<file path="config.mk">
export PLATFORM = sky130hd
export DESIGN_NAME = regex_infix_to_postfix_top
export DESIGN_NICKNAME = d
export VERILOG_FILES = /design/src/rxpost_pkg.sv /design/src/rxpost_ram.sv /design/src/rxpost_obuf.sv /design/src/rxpost_core.sv /design/src/regex_infix_to_postfix_top.sv
export SDC_FILE = /design/constraint.sdc
export NUM_CORES = 1
export LEC_CHECK = 0
export BUFFER_PORTS_ARGS = -buffer_cell sky130_fd_sc_hd__clkbuf_2
export CAP_MARGIN = 20
export CORE_ASPECT_RATIO = 1.5
export CORE_UTILIZATION = 35
export CTS_CLUSTER_DIAMETER = 120
export DETAILED_ROUTE_END_ITERATION = 7
export GPL_TIMING_DRIVEN = 0
export PLACE_DENSITY = 0.52
export SYNTH_ARGS = -nofsm -noshare
export SYNTH_HDL_FRONTEND = slang
export SYNTH_SLANG_ARGS = --single-unit
</file>
<file path="constraint.sdc">
create_clock -name clk -period 10.75 [get_ports clk]
set_input_delay 2.15 -clock clk [delete_from_list [all_inputs] [get_ports clk]]
set_output_delay 2.15 -clock clk [all_outputs]
set_load 0.005 [all_outputs]
</file>
<file path="src/rxpost_pkg.sv">
// Shared types, constants and helper functions for the regex infix-to-postfix converter.
package rxpost_pkg;

  localparam int CHAR_W          = 8;
  localparam int CODE_W          = 3;
  localparam int EPOS_W          = 16;
  localparam int STACK_DEPTH_DEF = 32;
  localparam int POS_WIDTH_DEF   = 16;
  localparam int MAX_RESULTS     = 40;
  localparam int RCNT_W          = $clog2(MAX_RESULTS + 1);
  localparam int CFG_AW          = 2;
  localparam int OUT_PAY_W       = CHAR_W + CODE_W + EPOS_W;
  localparam int OUT_TDATA_W     = ((OUT_PAY_W + 7) / 8) * 8;

  localparam logic [CHAR_W-1:0] OPEN_CH     = 8'h28;
  localparam logic [CHAR_W-1:0] CLOSE_CH    = 8'h29;
  localparam logic [CHAR_W-1:0] CLOSURE_RST = 8'd42;
  localparam logic [CHAR_W-1:0] UNION_RST   = 8'd124;
  localparam logic [CHAR_W-1:0] CONCAT_RST  = 8'd46;

  localparam logic [CFG_AW-1:0] REG_CLOSURE = 2'd0;
  localparam logic [CFG_AW-1:0] REG_UNION   = 2'd1;
  localparam logic [CFG_AW-1:0] REG_CONCAT  = 2'd2;

  localparam logic [CODE_W-1:0] ERR_NONE        = 3'd0;
  localparam logic [CODE_W-1:0] ERR_FIRST       = 3'd1;
  localparam logic [CODE_W-1:0] ERR_BIN_BIN     = 3'd2;
  localparam logic [CODE_W-1:0] ERR_BIN_CLOSURE = 3'd3;
  localparam logic [CODE_W-1:0] ERR_BIN_CLOSE   = 3'd4;
  localparam logic [CODE_W-1:0] ERR_BIN_END     = 3'd5;
  localparam logic [CODE_W-1:0] ERR_UNMATCHED   = 3'd6;
  localparam logic [CODE_W-1:0] ERR_OVERFLOW    = 3'd7;

  typedef struct packed {
    logic [CHAR_W-1:0] closure_ch;
    logic [CHAR_W-1:0] uni_ch;
    logic [CHAR_W-1:0] concat_ch;
  } cfg_t;

  typedef struct packed {
    logic [CHAR_W-1:0] ch;
    logic              has_ch;
    logic              last;
    logic [CODE_W-1:0] code;
    logic [EPOS_W-1:0] epos;
  } res_t;

  typedef enum logic [2:0] {
    OB_NONE,
    OB_PUSH,
    OB_REPLACE,
    OB_MARK_LAST,
    OB_FLUSH
  } ob_op_t;

  typedef struct packed {
    ob_op_t op;
    res_t   res;
  } ob_cmd_t;

  typedef struct packed {
    logic push_ok;
    logic pend_v;
  } ob_st_t;

  typedef enum logic [3:0] {
    ST_IDLE,
    ST_NEXT,
    ST_FEED,
    ST_PROC,
    ST_RD,
    ST_CMP,
    ST_LEND,
    ST_PUSH,
    ST_ERR,
    ST_END,
    ST_FLUSH
  } st_t;

  typedef enum logic [1:0] {
    PH_H,
    PH_CAT,
    PH_C,
    PH_FIN
  } phase_t;

  typedef enum logic [1:0] {
    LP_OP,
    LP_CLOSE,
    LP_FIN
  } loop_t;

  function automatic logic is_bin(cfg_t c, logic [CHAR_W-1:0] x);
    return (x == c.uni_ch) || (x == c.concat_ch);
  endfunction

  function automatic logic is_op(cfg_t c, logic [CHAR_W-1:0] x);
    return is_bin(c, x) || (x == c.closure_ch);
  endfunction

endpackage

</file>
<file path="src/rxpost_ram.sv">
// Generic single-write, single-read RAM with registered read data.
module rxpost_ram #(
  parameter int WIDTH = rxpost_pkg::CHAR_W,
  parameter int DEPTH = rxpost_pkg::STACK_DEPTH_DEF
) (
  input  logic                     clk,
  input  logic                     we,
  input  logic [$clog2(DEPTH)-1:0] waddr,
  input  logic [WIDTH-1:0]         wdata,
  input  logic                     re,
  input  logic [$clog2(DEPTH)-1:0] raddr,
  output logic [WIDTH-1:0]         rdata
);

  logic [WIDTH-1:0] mem [DEPTH];

  always_ff @(posedge clk) begin
    if (we) begin
      mem[waddr] <= wdata;
    end
    if (re) begin
      rdata <= mem[raddr];
    end
  end

endmodule

</file>
<file path="src/rxpost_obuf.sv">
// Result hold-back register and output register of the result stream.
module rxpost_obuf (
  input  logic                clk,
  input  logic                rst_n,
  input  rxpost_pkg::ob_cmd_t cmd,
  output rxpost_pkg::ob_st_t  st,
  output logic                out_valid,
  input  logic                out_ready,
  output rxpost_pkg::res_t    out_res
);

  logic             pend_v_r, pend_v_nxt;
  rxpost_pkg::res_t pend_r, pend_nxt;
  logic             out_v_r, out_v_nxt;
  rxpost_pkg::res_t out_r, out_nxt;
  logic             out_free;
  logic             move;

  assign out_free = !out_v_r || out_ready;

  always_comb begin
    pend_v_nxt = pend_v_r;
    pend_nxt   = pend_r;
    move       = 1'b0;
    unique case (cmd.op)
      rxpost_pkg::OB_PUSH: begin
        move       = pend_v_r;
        pend_nxt   = cmd.res;
        pend_v_nxt = 1'b1;
      end
      rxpost_pkg::OB_REPLACE: begin
        pend_nxt   = cmd.res;
        pend_v_nxt = 1'b1;
      end
      rxpost_pkg::OB_MARK_LAST: begin
        pend_nxt.last = 1'b1;
      end
      rxpost_pkg::OB_FLUSH: begin
        if (pend_v_r && out_free) begin
          move       = 1'b1;
          pend_v_nxt = 1'b0;
        end
      end
      default: ;
    endcase
    out_v_nxt = move ? 1'b1 : (out_ready ? 1'b0 : out_v_r);
    out_nxt   = move ? pend_r : out_r;
  end

  always_ff @(posedge clk) begin
    if (!rst_n) begin
      pend_v_r <= 1'b0;
      out_v_r  <= 1'b0;
    end else begin
      pend_v_r <= pend_v_nxt;
      out_v_r  <= out_v_nxt;
    end
    pend_r <= pend_nxt;
    out_r  <= out_nxt;
  end

  assign st.push_ok = !pend_v_r || out_free;
  assign st.pend_v  = pend_v_r;
  assign out_valid  = out_v_r;
  assign out_res    = out_r;

endmodule

</file>
<file path="src/rxpost_core.sv">
// Sequencer for concat insertion and shunting-yard conversion over the operator stack.
module rxpost_core #(
  parameter int STACK_DEPTH = rxpost_pkg::STACK_DEPTH_DEF,
  parameter int POS_WIDTH   = rxpost_pkg::POS_WIDTH_DEF
) (
  input  logic                            clk,
  input  logic                            rst_n,
  input  rxpost_pkg::cfg_t                cfg,
  input  logic                            in_valid,
  output logic                            in_ready,
  input  logic [rxpost_pkg::CHAR_W-1:0]   in_ch,
  input  logic                            in_last,
  output logic                            ram_we,
  output logic [$clog2(STACK_DEPTH)-1:0]  ram_waddr,
  output logic [rxpost_pkg::CHAR_W-1:0]   ram_wdata,
  output logic                            ram_re,
  output logic [$clog2(STACK_DEPTH)-1:0]  ram_raddr,
  input  logic [rxpost_pkg::CHAR_W-1:0]   ram_rdata,
  output rxpost_pkg::ob_cmd_t             ob_cmd,
  input  rxpost_pkg::ob_st_t              ob_st
);

  localparam int AW = $clog2(STACK_DEPTH);
  localparam int CW = $clog2(STACK_DEPTH + 1);
  localparam int RW = rxpost_pkg::RCNT_W;
  localparam int DW = rxpost_pkg::CHAR_W;

  rxpost_pkg::st_t    state_r, state_nxt;
  rxpost_pkg::phase_t phase_r, phase_nxt;
  rxpost_pkg::loop_t  loop_r, loop_nxt;

  logic          hraw_v_r, hraw_v_nxt;
  logic [DW-1:0] hraw_r, hraw_nxt;
  logic          htok_v_r, htok_v_nxt;
  logic [DW-1:0] htok_r, htok_nxt;
  logic [DW-1:0] ptok_r, ptok_nxt;
  logic [DW-1:0] la_r, la_nxt;
  logic          la_end_r, la_end_nxt;
  logic [DW-1:0] cur_c_r, cur_c_nxt;
  logic          cur_last_r, cur_last_nxt;
  logic [CW-1:0] cnt_r, cnt_nxt;
  logic [POS_WIDTH-1:0] pos_r, pos_nxt;
  logic          disc_r, disc_nxt;
  logic [RW-1:0] rcnt_r, rcnt_nxt;
  logic [rxpost_pkg::CODE_W-1:0] err_r, err_nxt;

  logic [DW-1:0] ft;
  logic [CW-1:0] cnt_m1;
  logic          cnt_zero, cnt_full, rcnt_full, emit_ok, cat_ok;
  logic          in_fire, pop_cond, ptok_plain;
  logic [rxpost_pkg::CODE_W-1:0] proc_err;
  logic [31:0]   pos_ext;
  rxpost_pkg::res_t emit_res;

  assign in_ready  = (state_r == rxpost_pkg::ST_IDLE);
  assign in_fire   = in_valid && in_ready;
  assign cnt_m1    = cnt_r - CW'(1);
  assign cnt_zero  = (cnt_r == '0);
  assign cnt_full  = (cnt_r == CW'(STACK_DEPTH));
  assign rcnt_full = (rcnt_r >= RW'(rxpost_pkg::MAX_RESULTS));
  assign emit_ok   = rcnt_full || ob_st.push_ok;
  assign pos_ext   = 32'(pos_r);

  assign ram_raddr = cnt_m1[AW-1:0];
  assign ram_waddr = cnt_r[AW-1:0];
  assign ram_wdata = ptok_r;

  always_comb begin
    unique case (phase_r)
      rxpost_pkg::PH_H:   ft = hraw_r;
      rxpost_pkg::PH_CAT: ft = cfg.concat_ch;
      default:            ft = cur_c_r;
    endcase
  end

  assign cat_ok = (hraw_r != rxpost_pkg::OPEN_CH) && (hraw_r != cfg.uni_ch) &&
                  !((cur_c_r == cfg.closure_ch) || (cur_c_r == cfg.uni_ch) ||
                    (cur_c_r == rxpost_pkg::CLOSE_CH));

  always_comb begin
    proc_err = rxpost_pkg::ERR_NONE;
    if (rxpost_pkg::is_bin(cfg, ptok_r)) begin
      if (la_end_r) begin
        proc_err = rxpost_pkg::ERR_BIN_END;
      end else if (rxpost_pkg::is_bin(cfg, la_r)) begin
        proc_err = rxpost_pkg::ERR_BIN_BIN;
      end else if (la_r == cfg.closure_ch) begin
        proc_err = rxpost_pkg::ERR_BIN_CLOSURE;
      end else if (la_r == rxpost_pkg::CLOSE_CH) begin
        proc_err = rxpost_pkg::ERR_BIN_CLOSE;
      end
    end
  end

  assign ptok_plain = !rxpost_pkg::is_op(cfg, ptok_r) && (ptok_r != rxpost_pkg::OPEN_CH) &&
                      (ptok_r != rxpost_pkg::CLOSE_CH);

  // Shared compare unit: stacked operator against the incoming token.
  assign pop_cond = (loop_r == rxpost_pkg::LP_FIN) ||
                    ((ram_rdata != rxpost_pkg::OPEN_CH) &&
                     ((loop_r != rxpost_pkg::LP_OP) || (ram_rdata <= ptok_r)));

  always_comb begin
    state_nxt = state_r;
    unique case (state_r)
      rxpost_pkg::ST_IDLE: begin
        if (in_fire && !disc_r) begin
          state_nxt = hraw_v_r ? rxpost_pkg::ST_FEED : rxpost_pkg::ST_NEXT;
        end
      end
      rxpost_pkg::ST_NEXT: begin
        unique case (phase_r)
          rxpost_pkg::PH_H:
            state_nxt = (cat_ok || cur_last_r) ? rxpost_pkg::ST_FEED : rxpost_pkg::ST_FLUSH;
          rxpost_pkg::PH_CAT:
            state_nxt = cur_last_r ? rxpost_pkg::ST_FEED : rxpost_pkg::ST_FLUSH;
          rxpost_pkg::PH_C:
            state_nxt = htok_v_r ? rxpost_pkg::ST_PROC : rxpost_pkg::ST_RD;
          default:
            state_nxt = rxpost_pkg::ST_RD;
        endcase
      end
      rxpost_pkg::ST_FEED: begin
        if (!htok_v_r) begin
          state_nxt = rxpost_pkg::is_op(cfg, ft) ? rxpost_pkg::ST_ERR : rxpost_pkg::ST_NEXT;
        end else begin
          state_nxt = rxpost_pkg::ST_PROC;
        end
      end
      rxpost_pkg::ST_PROC: begin
        if (proc_err != rxpost_pkg::ERR_NONE) begin
          state_nxt = rxpost_pkg::ST_ERR;
        end else if ((ptok_r == rxpost_pkg::OPEN_CH) && !rxpost_pkg::is_op(cfg, ptok_r)) begin
          state_nxt = rxpost_pkg::ST_PUSH;
        end else if (!ptok_plain) begin
          state_nxt = rxpost_pkg::ST_RD;
        end else if (emit_ok) begin
          state_nxt = rxpost_pkg::ST_NEXT;
        end
      end
      rxpost_pkg::ST_RD: begin
        state_nxt = cnt_zero ? rxpost_pkg::ST_LEND : rxpost_pkg::ST_CMP;
      end
      rxpost_pkg::ST_CMP: begin
        if (!pop_cond) begin
          state_nxt = rxpost_pkg::ST_LEND;
        end else if (emit_ok) begin
          state_nxt = rxpost_pkg::ST_RD;
        end
      end
      rxpost_pkg::ST_LEND: begin
        unique case (loop_r)
          rxpost_pkg::LP_OP:    state_nxt = rxpost_pkg::ST_PUSH;
          rxpost_pkg::LP_CLOSE:
            state_nxt = cnt_zero ? rxpost_pkg::ST_ERR : rxpost_pkg::ST_NEXT;
          default:              state_nxt = rxpost_pkg::ST_END;
        endcase
      end
      rxpost_pkg::ST_PUSH: begin
        state_nxt = cnt_full ? rxpost_pkg::ST_ERR : rxpost_pkg::ST_NEXT;
      end
      rxpost_pkg::ST_ERR: begin
        if (emit_ok) begin
          state_nxt = rxpost_pkg::ST_FLUSH;
        end
      end
      rxpost_pkg::ST_END: begin
        state_nxt = rxpost_pkg::ST_FLUSH;
      end
      rxpost_pkg::ST_FLUSH: begin
        if (ob_st.push_ok) begin
          state_nxt = rxpost_pkg::ST_IDLE;
        end
      end
      default: state_nxt = rxpost_pkg::ST_IDLE;
    endcase
  end

  always_comb begin
    phase_nxt    = phase_r;
    loop_nxt     = loop_r;
    hraw_v_nxt   = hraw_v_r;
    hraw_nxt     = hraw_r;
    htok_v_nxt   = htok_v_r;
    htok_nxt     = htok_r;
    ptok_nxt     = ptok_r;
    la_nxt       = la_r;
    la_end_nxt   = la_end_r;
    cur_c_nxt    = cur_c_r;
    cur_last_nxt = cur_last_r;
    cnt_nxt      = cnt_r;
    pos_nxt      = pos_r;
    disc_nxt     = disc_r;
    rcnt_nxt     = rcnt_r;
    err_nxt      = err_r;
    ram_we       = 1'b0;
    ram_re       = 1'b0;
    emit_res.ch     = ptok_r;
    emit_res.has_ch = 1'b1;
    emit_res.last   = 1'b0;
    emit_res.code   = rxpost_pkg::ERR_NONE;
    emit_res.epos   = '0;
    ob_cmd.op       = rxpost_pkg::OB_NONE;

    unique case (state_r)
      rxpost_pkg::ST_IDLE: begin
        if (in_fire) begin
          if (disc_r) begin
            if (in_last) begin
              disc_nxt = 1'b0;
            end
          end else begin
            cur_c_nxt    = in_ch;
            cur_last_nxt = in_last;
            rcnt_nxt     = '0;
            phase_nxt    = hraw_v_r ? rxpost_pkg::PH_H : rxpost_pkg::PH_CAT;
          end
        end
      end
      rxpost_pkg::ST_NEXT: begin
        unique case (phase_r)
          rxpost_pkg::PH_H, rxpost_pkg::PH_CAT: begin
            if ((phase_r == rxpost_pkg::PH_H) && cat_ok) begin
              phase_nxt = rxpost_pkg::PH_CAT;
            end else if (cur_last_r) begin
              phase_nxt  = rxpost_pkg::PH_C;
              hraw_v_nxt = 1'b0;
            end else begin
              hraw_v_nxt = 1'b1;
              hraw_nxt   = cur_c_r;
            end
          end
          rxpost_pkg::PH_C: begin
            phase_nxt = rxpost_pkg::PH_FIN;
            if (htok_v_r) begin
              ptok_nxt   = htok_r;
              la_end_nxt = 1'b1;
              htok_v_nxt = 1'b0;
            end else begin
              loop_nxt = rxpost_pkg::LP_FIN;
            end
          end
          default: loop_nxt = rxpost_pkg::LP_FIN;
        endcase
      end
      rxpost_pkg::ST_FEED: begin
        if (!htok_v_r) begin
          if (rxpost_pkg::is_op(cfg, ft)) begin
            err_nxt = rxpost_pkg::ERR_FIRST;
          end else begin
            htok_v_nxt = 1'b1;
            htok_nxt   = ft;
          end
        end else begin
          ptok_nxt   = htok_r;
          la_nxt     = ft;
          la_end_nxt = 1'b0;
          htok_nxt   = ft;
        end
      end
      rxpost_pkg::ST_PROC: begin
        if (!(ptok_plain && !emit_ok && (proc_err == rxpost_pkg::ERR_NONE))) begin
          pos_nxt = pos_r + POS_WIDTH'(1);
        end
        if (proc_err != rxpost_pkg::ERR_NONE) begin
          err_nxt = proc_err;
        end else if (rxpost_pkg::is_op(cfg, ptok_r)) begin
          loop_nxt = rxpost_pkg::LP_OP;
        end else if (ptok_r == rxpost_pkg::CLOSE_CH) begin
          loop_nxt = rxpost_pkg::LP_CLOSE;
        end else if (ptok_plain && !rcnt_full && ob_st.push_ok) begin
          ob_cmd.op = rxpost_pkg::OB_PUSH;
          rcnt_nxt  = rcnt_r + RW'(1);
        end
      end
      rxpost_pkg::ST_RD: begin
        ram_re = !cnt_zero;
      end
      rxpost_pkg::ST_CMP: begin
        emit_res.ch = ram_rdata;
        if (pop_cond && emit_ok) begin
          cnt_nxt = cnt_m1;
          if (!rcnt_full) begin
            ob_cmd.op = rxpost_pkg::OB_PUSH;
            rcnt_nxt  = rcnt_r + RW'(1);
          end
        end
      end
      rxpost_pkg::ST_LEND: begin
        if (loop_r == rxpost_pkg::LP_CLOSE) begin
          if (cnt_zero) begin
            err_nxt = rxpost_pkg::ERR_UNMATCHED;
          end else begin
            cnt_nxt = cnt_m1;
          end
        end
      end
      rxpost_pkg::ST_PUSH: begin
        if (cnt_full) begin
          err_nxt = rxpost_pkg::ERR_OVERFLOW;
        end else begin
          ram_we  = 1'b1;
          cnt_nxt = cnt_r + CW'(1);
        end
      end
      rxpost_pkg::ST_ERR: begin
        emit_res.ch     = '0;
        emit_res.has_ch = 1'b0;
        emit_res.last   = 1'b1;
        emit_res.code   = err_r;
        emit_res.epos   = (err_r == rxpost_pkg::ERR_UNMATCHED) ?
                          pos_ext[rxpost_pkg::EPOS_W-1:0] : '0;
        if (emit_ok) begin
          ob_cmd.op  = rcnt_full ? rxpost_pkg::OB_REPLACE : rxpost_pkg::OB_PUSH;
          hraw_v_nxt = 1'b0;
          htok_v_nxt = 1'b0;
          cnt_nxt    = '0;
          pos_nxt    = '0;
          disc_nxt   = !cur_last_r;
        end
      end
      rxpost_pkg::ST_END: begin
        emit_res.ch     = '0;
        emit_res.has_ch = 1'b0;
        emit_res.last   = 1'b1;
        ob_cmd.op  = ob_st.pend_v ? rxpost_pkg::OB_MARK_LAST : rxpost_pkg::OB_PUSH;
        hraw_v_nxt = 1'b0;
        htok_v_nxt = 1'b0;
        cnt_nxt    = '0;
        pos_nxt    = '0;
        disc_nxt   = 1'b0;
      end
      rxpost_pkg::ST_FLUSH: begin
        ob_cmd.op = rxpost_pkg::OB_FLUSH;
      end
      default: ;
    endcase
    ob_cmd.res = emit_res;
  end

  always_ff @(posedge clk) begin
    if (!rst_n) begin
      state_r  <= rxpost_pkg::ST_IDLE;
      phase_r  <= rxpost_pkg::PH_H;
      loop_r   <= rxpost_pkg::LP_OP;
      hraw_v_r <= 1'b0;
      htok_v_r <= 1'b0;
      cnt_r    <= '0;
      pos_r    <= '0;
      disc_r   <= 1'b0;
      rcnt_r   <= '0;
    end else begin
      state_r  <= state_nxt;
      phase_r  <= phase_nxt;
      loop_r   <= loop_nxt;
      hraw_v_r <= hraw_v_nxt;
      htok_v_r <= htok_v_nxt;
      cnt_r    <= cnt_nxt;
      pos_r    <= pos_nxt;
      disc_r   <= disc_nxt;
      rcnt_r   <= rcnt_nxt;
    end
    hraw_r     <= hraw_nxt;
    htok_r     <= htok_nxt;
    ptok_r     <= ptok_nxt;
    la_r       <= la_nxt;
    la_end_r   <= la_end_nxt;
    cur_c_r    <= cur_c_nxt;
    cur_last_r <= cur_last_nxt;
    err_r      <= err_nxt;
  end

`ifndef SYNTHESIS
  a_stack_bound: assert property (@(posedge clk) disable iff (!rst_n)
    cnt_r <= CW'(STACK_DEPTH))
    else $error("operator stack count beyond depth");

  a_ready_drained: assert property (@(posedge clk) disable iff (!rst_n)
    in_ready |-> !ob_st.pend_v)
    else $error("held-back result still pending while ready");

  a_push_safe: assert property (@(posedge clk) disable iff (!rst_n)
    (ob_cmd.op == rxpost_pkg::OB_PUSH) |-> ob_st.push_ok)
    else $error("result request issued while the output path is blocked");

  a_discard_clean: assert property (@(posedge clk) disable iff (!rst_n)
    disc_r |-> (!hraw_v_r && !htok_v_r && (cnt_r == '0)))
    else $error("expression state not cleared while discarding");

  a_full_push_err: assert property (@(posedge clk) disable iff (!rst_n)
    ((state_r == rxpost_pkg::ST_PUSH) && cnt_full) |=> (state_r == rxpost_pkg::ST_ERR))
    else $error("push onto a full stack did not raise an error");
`endif

endmodule

</file>
<file path="src/regex_infix_to_postfix_top.sv">
// Top level of the regex infix-to-postfix converter: stream ports, configuration, stack RAM.
// After a request is accepted the block is busy; each operator popped from the stack is a read of
// the stack RAM with registered read data followed by a compare in the shared compare unit, and
// each compare that ends a pop loop is a step of its own. A discarded character is taken in the
// idle state. Stalls on the result stream add to the busy time.
// Synchronous active-low reset restores the operator codes and clears the expression state.
module regex_infix_to_postfix_top #(
  parameter int STACK_DEPTH = rxpost_pkg::STACK_DEPTH_DEF,
  parameter int POS_WIDTH   = rxpost_pkg::POS_WIDTH_DEF
) (
  input  logic                               clk,
  input  logic                               rst_n,
  input  logic                               in_tvalid,
  output logic                               in_tready,
  input  logic [rxpost_pkg::CHAR_W-1:0]      in_tdata,   // in_char
  input  logic                               in_tlast,
  output logic                               out_tvalid,
  input  logic                               out_tready,
  output logic [rxpost_pkg::OUT_TDATA_W-1:0] out_tdata,  // out_char, error_code, error_pos
  output logic                               out_tuser,  // has_char
  output logic                               out_tlast,
  input  logic                               cfg_we,
  input  logic [rxpost_pkg::CFG_AW-1:0]      cfg_addr,
  input  logic [rxpost_pkg::CHAR_W-1:0]      cfg_wdata
);

  localparam int AW = $clog2(STACK_DEPTH);

  rxpost_pkg::cfg_t    cfg_r, cfg_nxt;
  rxpost_pkg::ob_cmd_t ob_cmd;
  rxpost_pkg::ob_st_t  ob_st;
  rxpost_pkg::res_t    out_res;

  logic                          ram_we, ram_re;
  logic [AW-1:0]                 ram_waddr, ram_raddr;
  logic [rxpost_pkg::CHAR_W-1:0] ram_wdata, ram_rdata;

  always_comb begin
    cfg_nxt = cfg_r;
    if (cfg_we) begin
      unique case (cfg_addr)
        rxpost_pkg::REG_CLOSURE: cfg_nxt.closure_ch = cfg_wdata;
        rxpost_pkg::REG_UNION:   cfg_nxt.uni_ch     = cfg_wdata;
        rxpost_pkg::REG_CONCAT:  cfg_nxt.concat_ch  = cfg_wdata;
        default: ;
      endcase
    end
  end

  always_ff @(posedge clk) begin
    if (!rst_n) begin
      cfg_r.closure_ch <= rxpost_pkg::CLOSURE_RST;
      cfg_r.uni_ch     <= rxpost_pkg::UNION_RST;
      cfg_r.concat_ch  <= rxpost_pkg::CONCAT_RST;
    end else begin
      cfg_r <= cfg_nxt;
    end
  end

  rxpost_core #(
    .STACK_DEPTH (STACK_DEPTH),
    .POS_WIDTH   (POS_WIDTH)
  ) u_core (
    .clk       (clk),
    .rst_n     (rst_n),
    .cfg       (cfg_r),
    .in_valid  (in_tvalid),
    .in_ready  (in_tready),
    .in_ch     (in_tdata),
    .in_last   (in_tlast),
    .ram_we    (ram_we),
    .ram_waddr (ram_waddr),
    .ram_wdata (ram_wdata),
    .ram_re    (ram_re),
    .ram_raddr (ram_raddr),
    .ram_rdata (ram_rdata),
    .ob_cmd    (ob_cmd),
    .ob_st     (ob_st)
  );

  rxpost_ram #(
    .WIDTH (rxpost_pkg::CHAR_W),
    .DEPTH (STACK_DEPTH)
  ) u_stack (
    .clk   (clk),
    .we    (ram_we),
    .waddr (ram_waddr),
    .wdata (ram_wdata),
    .re    (ram_re),
    .raddr (ram_raddr),
    .rdata (ram_rdata)
  );

  rxpost_obuf u_obuf (
    .clk       (clk),
    .rst_n     (rst_n),
    .cmd       (ob_cmd),
    .st        (ob_st),
    .out_valid (out_tvalid),
    .out_ready (out_tready),
    .out_res   (out_res)
  );

  assign out_tdata = {{(rxpost_pkg::OUT_TDATA_W - rxpost_pkg::OUT_PAY_W){1'b0}},
                      out_res.epos, out_res.code, out_res.ch};
  assign out_tuser = out_res.has_ch;
  assign out_tlast = out_res.last;

endmodule
</file>
==> flow_metrics.env <==
export IMPL_run_status="finished with violations"
export IMPL_failed_checks="design-rule violations"
export IMPL_core_mm2=0.05387
export IMPL_min_delay_path_depth=0
export IMPL_area_overhead_of_the_layout_relative_to_synthesis_pct=15.36
export IMPL_hpwlAfterDp_um=36500
export IMPL_fmax_mhz=219.0
export IMPL_placer_congestion_estimate=0.9110
export IMPL_cts_tree="done"
export IMPL_route_top_layer_used="met4"
export IMPL_timing_max_transition_violations_final=0
export IMPL_vdd_drop_max_v=0.0001145
export IMPL_holdCritStartpoint="u_obuf.pend_r[7]"
export IMPL_ctsHtreeMaxLevel=2
export IMPL_setup_viol=0
export IMPL_timing_worst_slew_pin_value_ns=1.081
export IMPL_cp_cell_sequence="buf_2, clkbuf_1, inv_1, ha_1, clkbuf_1, clkbuf_1, mux4_2, mux4_2, mux2_2"
export IMPL_cp_required_ns=11.04
export IMPL_met1_length_um=19350
export IMPL_post_route_drc_count=9
export IMPL_antenna_found_initial=0
export IMPL_antenna_cells=0
export IMPL_grt_start_max_net_pins=34
export IMPL_synth_edf_count=367
export IMPL_min_path_type="reg -> reg"
export IMPL_portion_of_synthesized_cell_area_occupied_by_the_leading_cell_type_pct=57.42
export IMPL_timing_final_crit_share_pct=42.48
export IMPL_power_density_mw_per_mm2=225.8
export IMPL_path_clk_slew_ns=0.06
export IMPL_ys_warn_count=0
export IMPL_groute_usage_overall_pct=18.44
export IMPL_regToRegStartpoint="u_core.cnt_r[0]"
export IMPL_drive_above_1_share_pct=19.51
export IMPL_r2r_worst_path_cells=9
export IMPL_ys_types=71
export IMPL_fin_nets=1486
export IMPL_grt_first_pass_wirelength_um=75520
export IMPL_postRouteWirelength_um=50460
export IMPL_cellLeakagePower_nw=7.277
export IMPL_critPathLaunchType="flip-flop"
export IMPL_synth_compound_area_share_pct=7.230
export IMPL_buffer_ports_inserted=54
export IMPL_synth_top_family_by_area="multiplexers"
export IMPL_detail_route_first_pass_iterations=8
export IMPL_final_core_util_pct=41.10
export IMPL_final_setup_tns_ns=0
export IMPL_rsz0062_at_grt="no"
export IMPL_maxCapViolations=0
export IMPL_critical_path_max_fanout=10
export IMPL_cts_sinks=432
export IMPL_die_x_um=193.2
export IMPL_slowest_stage="sky130_fd_sc_hd__clkbuf_1"
export IMPL_ant_nets=0
export IMPL_critical_path_most_common_cell="sky130_fd_sc_hd__clkbuf_1"
export IMPL_placement_cell_area_mm2=0.02053
export IMPL_met2_wirelength_um=26890
export IMPL_grt_pass1_vias=11920
export IMPL_fp_rows=104
export IMPL_slew_headroom_pct=27.29
export IMPL_netlist_top_cells_area="sky130_fd_sc_hd__edfxtp_1 (57%), sky130_fd_sc_hd__mux4_2 (9.4%), sky130_fd_sc_hd__dfxtp_1 (6.8%)"
export IMPL_ctsLongestPathBuffers=3
export IMPL_syn_avg_cell_area_um2=14.52
export IMPL_first_iter_violations=854
export IMPL_critPathKind="reg -> reg"
export IMPL_ios=60
export IMPL_synth_sequential_area_ratio_pct=64.20
export IMPL_synth_top_cells_by_count="sky130_fd_sc_hd__edfxtp_1 (367), sky130_fd_sc_hd__mux4_2 (80), sky130_fd_sc_hd__nor2_1 (80)"
export IMPL_synthSimpleGateAreaFrac_pct=8.684
export IMPL_yosys_cell_count_top_type="sky130_fd_sc_hd__edfxtp_1"
export IMPL_clk_insertion_delay_late_ns=0.57
export IMPL_die_area_mm2=0.05579
export IMPL_yosys_register_bits=432
export IMPL_synth_mux_area_share_pct=11.32
export IMPL_tritoncts_num_buffers=42
export IMPL_ys_dominant_reg_cell="sky130_fd_sc_hd__edfxtp_1"
export IMPL_hold_violation_count_in_the_final_report=0
export IMPL_met3RoutedLength_um=1640
export IMPL_async_flop_share_pct=0
export IMPL_via_per_inst=5.322
export IMPL_ctsResizeCount=0
export IMPL_syn_cell_area_mm2=0.01919
export IMPL_floorplan_die_height_um=288.8
export IMPL_clockRootBuffer="sky130_fd_sc_hd__clkbuf_16"
export IMPL_post_drt_wl_per_cell_um=23.25
export IMPL_cts_post_setup_buffers_inserted=0
export IMPL_cpPeakStageDelay_ns=0.68
export IMPL_grt_ovfl_total=0
export IMPL_post_synth_top_area_cell="sky130_fd_sc_hd__edfxtp_1"
export IMPL_cts_hold_buffers=0
export IMPL_num_vias=11550
export IMPL_worst_endpoint_arrival_ns=4.86
export IMPL_yosys_area_share_xor_xnor_pct=4.381
export IMPL_worstSetupStartpoint="u_core.cnt_r[0]"
export IMPL_clock_skew_ns=0.03372
export IMPL_synth_cells=1322
export IMPL_endpoint_kind="flip-flop"
export IMPL_min_setup_slack_post_route_ns=6.183
export IMPL_post_synth_fa_ha_maj_area_fraction_pct=0.9779
export IMPL_pre_cts_ws_ns=6.100
export IMPL_initial_core_util_pct=35.63
export IMPL_finish_instance_area_mm2=0.02214
export IMPL_time_the_final_worst_path_needs_with_i_o_delays_and_setup_ns=4.567
-- state kept, by name, summed over array words and instances (netlist names), 2 cells and up --
name	cells
u_stack.mem	256
u_core.la_r	8
u_core.cur_c_r	8
u_core.rcnt_r	6
u_core.cnt_r	6
u_core.hraw_r	8
cfg_r	24
u_core.phase_r	2
u_core.err_r	3
u_core.state_r	4
u_core.ram_wdata	8
u_core.loop_r	2
u_obuf.pend_r	29
u_stack.rdata	8
u_core.pos_r	16
u_core.htok_r	8
u_obuf.out_res	29
-- placed cells by master (no fill, tap or decap), types with 46 or more instances in the layout --
cell type	Yosys	layout
sky130_fd_sc_hd__xor2_1	69	69
sky130_fd_sc_hd__o211ai_1	47	47
sky130_fd_sc_hd__nor2_1	80	80
sky130_fd_sc_hd__o21ai_0	46	46
sky130_fd_sc_hd__clkbuf_2	1	55
sky130_fd_sc_hd__mux4_2	80	80
sky130_fd_sc_hd__dfxtp_1	65	65
sky130_fd_sc_hd__edfxtp_1	367	367
sky130_fd_sc_hd__nand2_1	72	72
sky130_fd_sc_hd__clkbuf_1	47	54
-- where the power goes --
part	leakage, nW	switching [mW]	internal [mW]
Combinational	2.74	0.855	0.633
Sequential	3.83	0.0535	1.93
Clock	0.699	0.647	0.877
Total	7.28	1.55	3.44
-- area by class of cell --
cell class | count | area (um^2)
timing repair buffer | 77 | 621.8
sequential | 432 | 12320
clock inverter | 25 | 292.8
multi-input combinational | 755 | 6297
inverter | 43 | 161.4
clock buffer | 53 | 1132
tap | 689 | 862.1
fill | 4969 | 31730
buffer | 96 | 450.4
-- critical path: cells and delay by family, from the launching register on --
kind | cells | cell delay (ns)
buf+inv | 5 | 2.22
fa+ha+maj | 1 | 0.42
flops | 1 | 0.37
mux | 3 | 1.27
-- worst paths after layout --
path | to | slack (ns)
worst max-delay path | u_stack.rdata[5] | 6.18
worst min-delay path | u_obuf.out_res[7] | 0.42
worst max register to register | u_stack.rdata[5] | 6.18
worst min register to register | u_obuf.out_res[7] | 0.42
-- layer usage --
layer  up-vias  GRT usage, %
li1       5327             -
met1      5823         20.98
met2       293         34.02
met3       106         1.993
met4         0         8.691
met5         -             0
-- kinds of logic after synthesis --
| logic type | after synthesis |
|---|---|
| AO/OA/AOI/OAI | 205 |
| XOR/XNOR | 96 |
| adder cells (fa/ha/maj) | 15 |
| buffers and inverters | 139 |
| flip-flops | 432 |
| multiplexers | 115 |
| other | 1 |
| AND/OR/NAND/NOR | 319 |
-- metrics by stage --
step | std cells | power [mW] | hold WS, ns
floorplan | 1326 | 3.013 | 0.4003
global placement | 2069 | 3.486 | 0.4027
detailed placement | 2084 | 3.500 | 0.4059
CTS | 2162 | 5.031 | 0.4143
global route | 2170 | 5.197 | 0.4260
finish | 2170 | 4.999 | 0.4173
(Power assumes the default switching activity.)
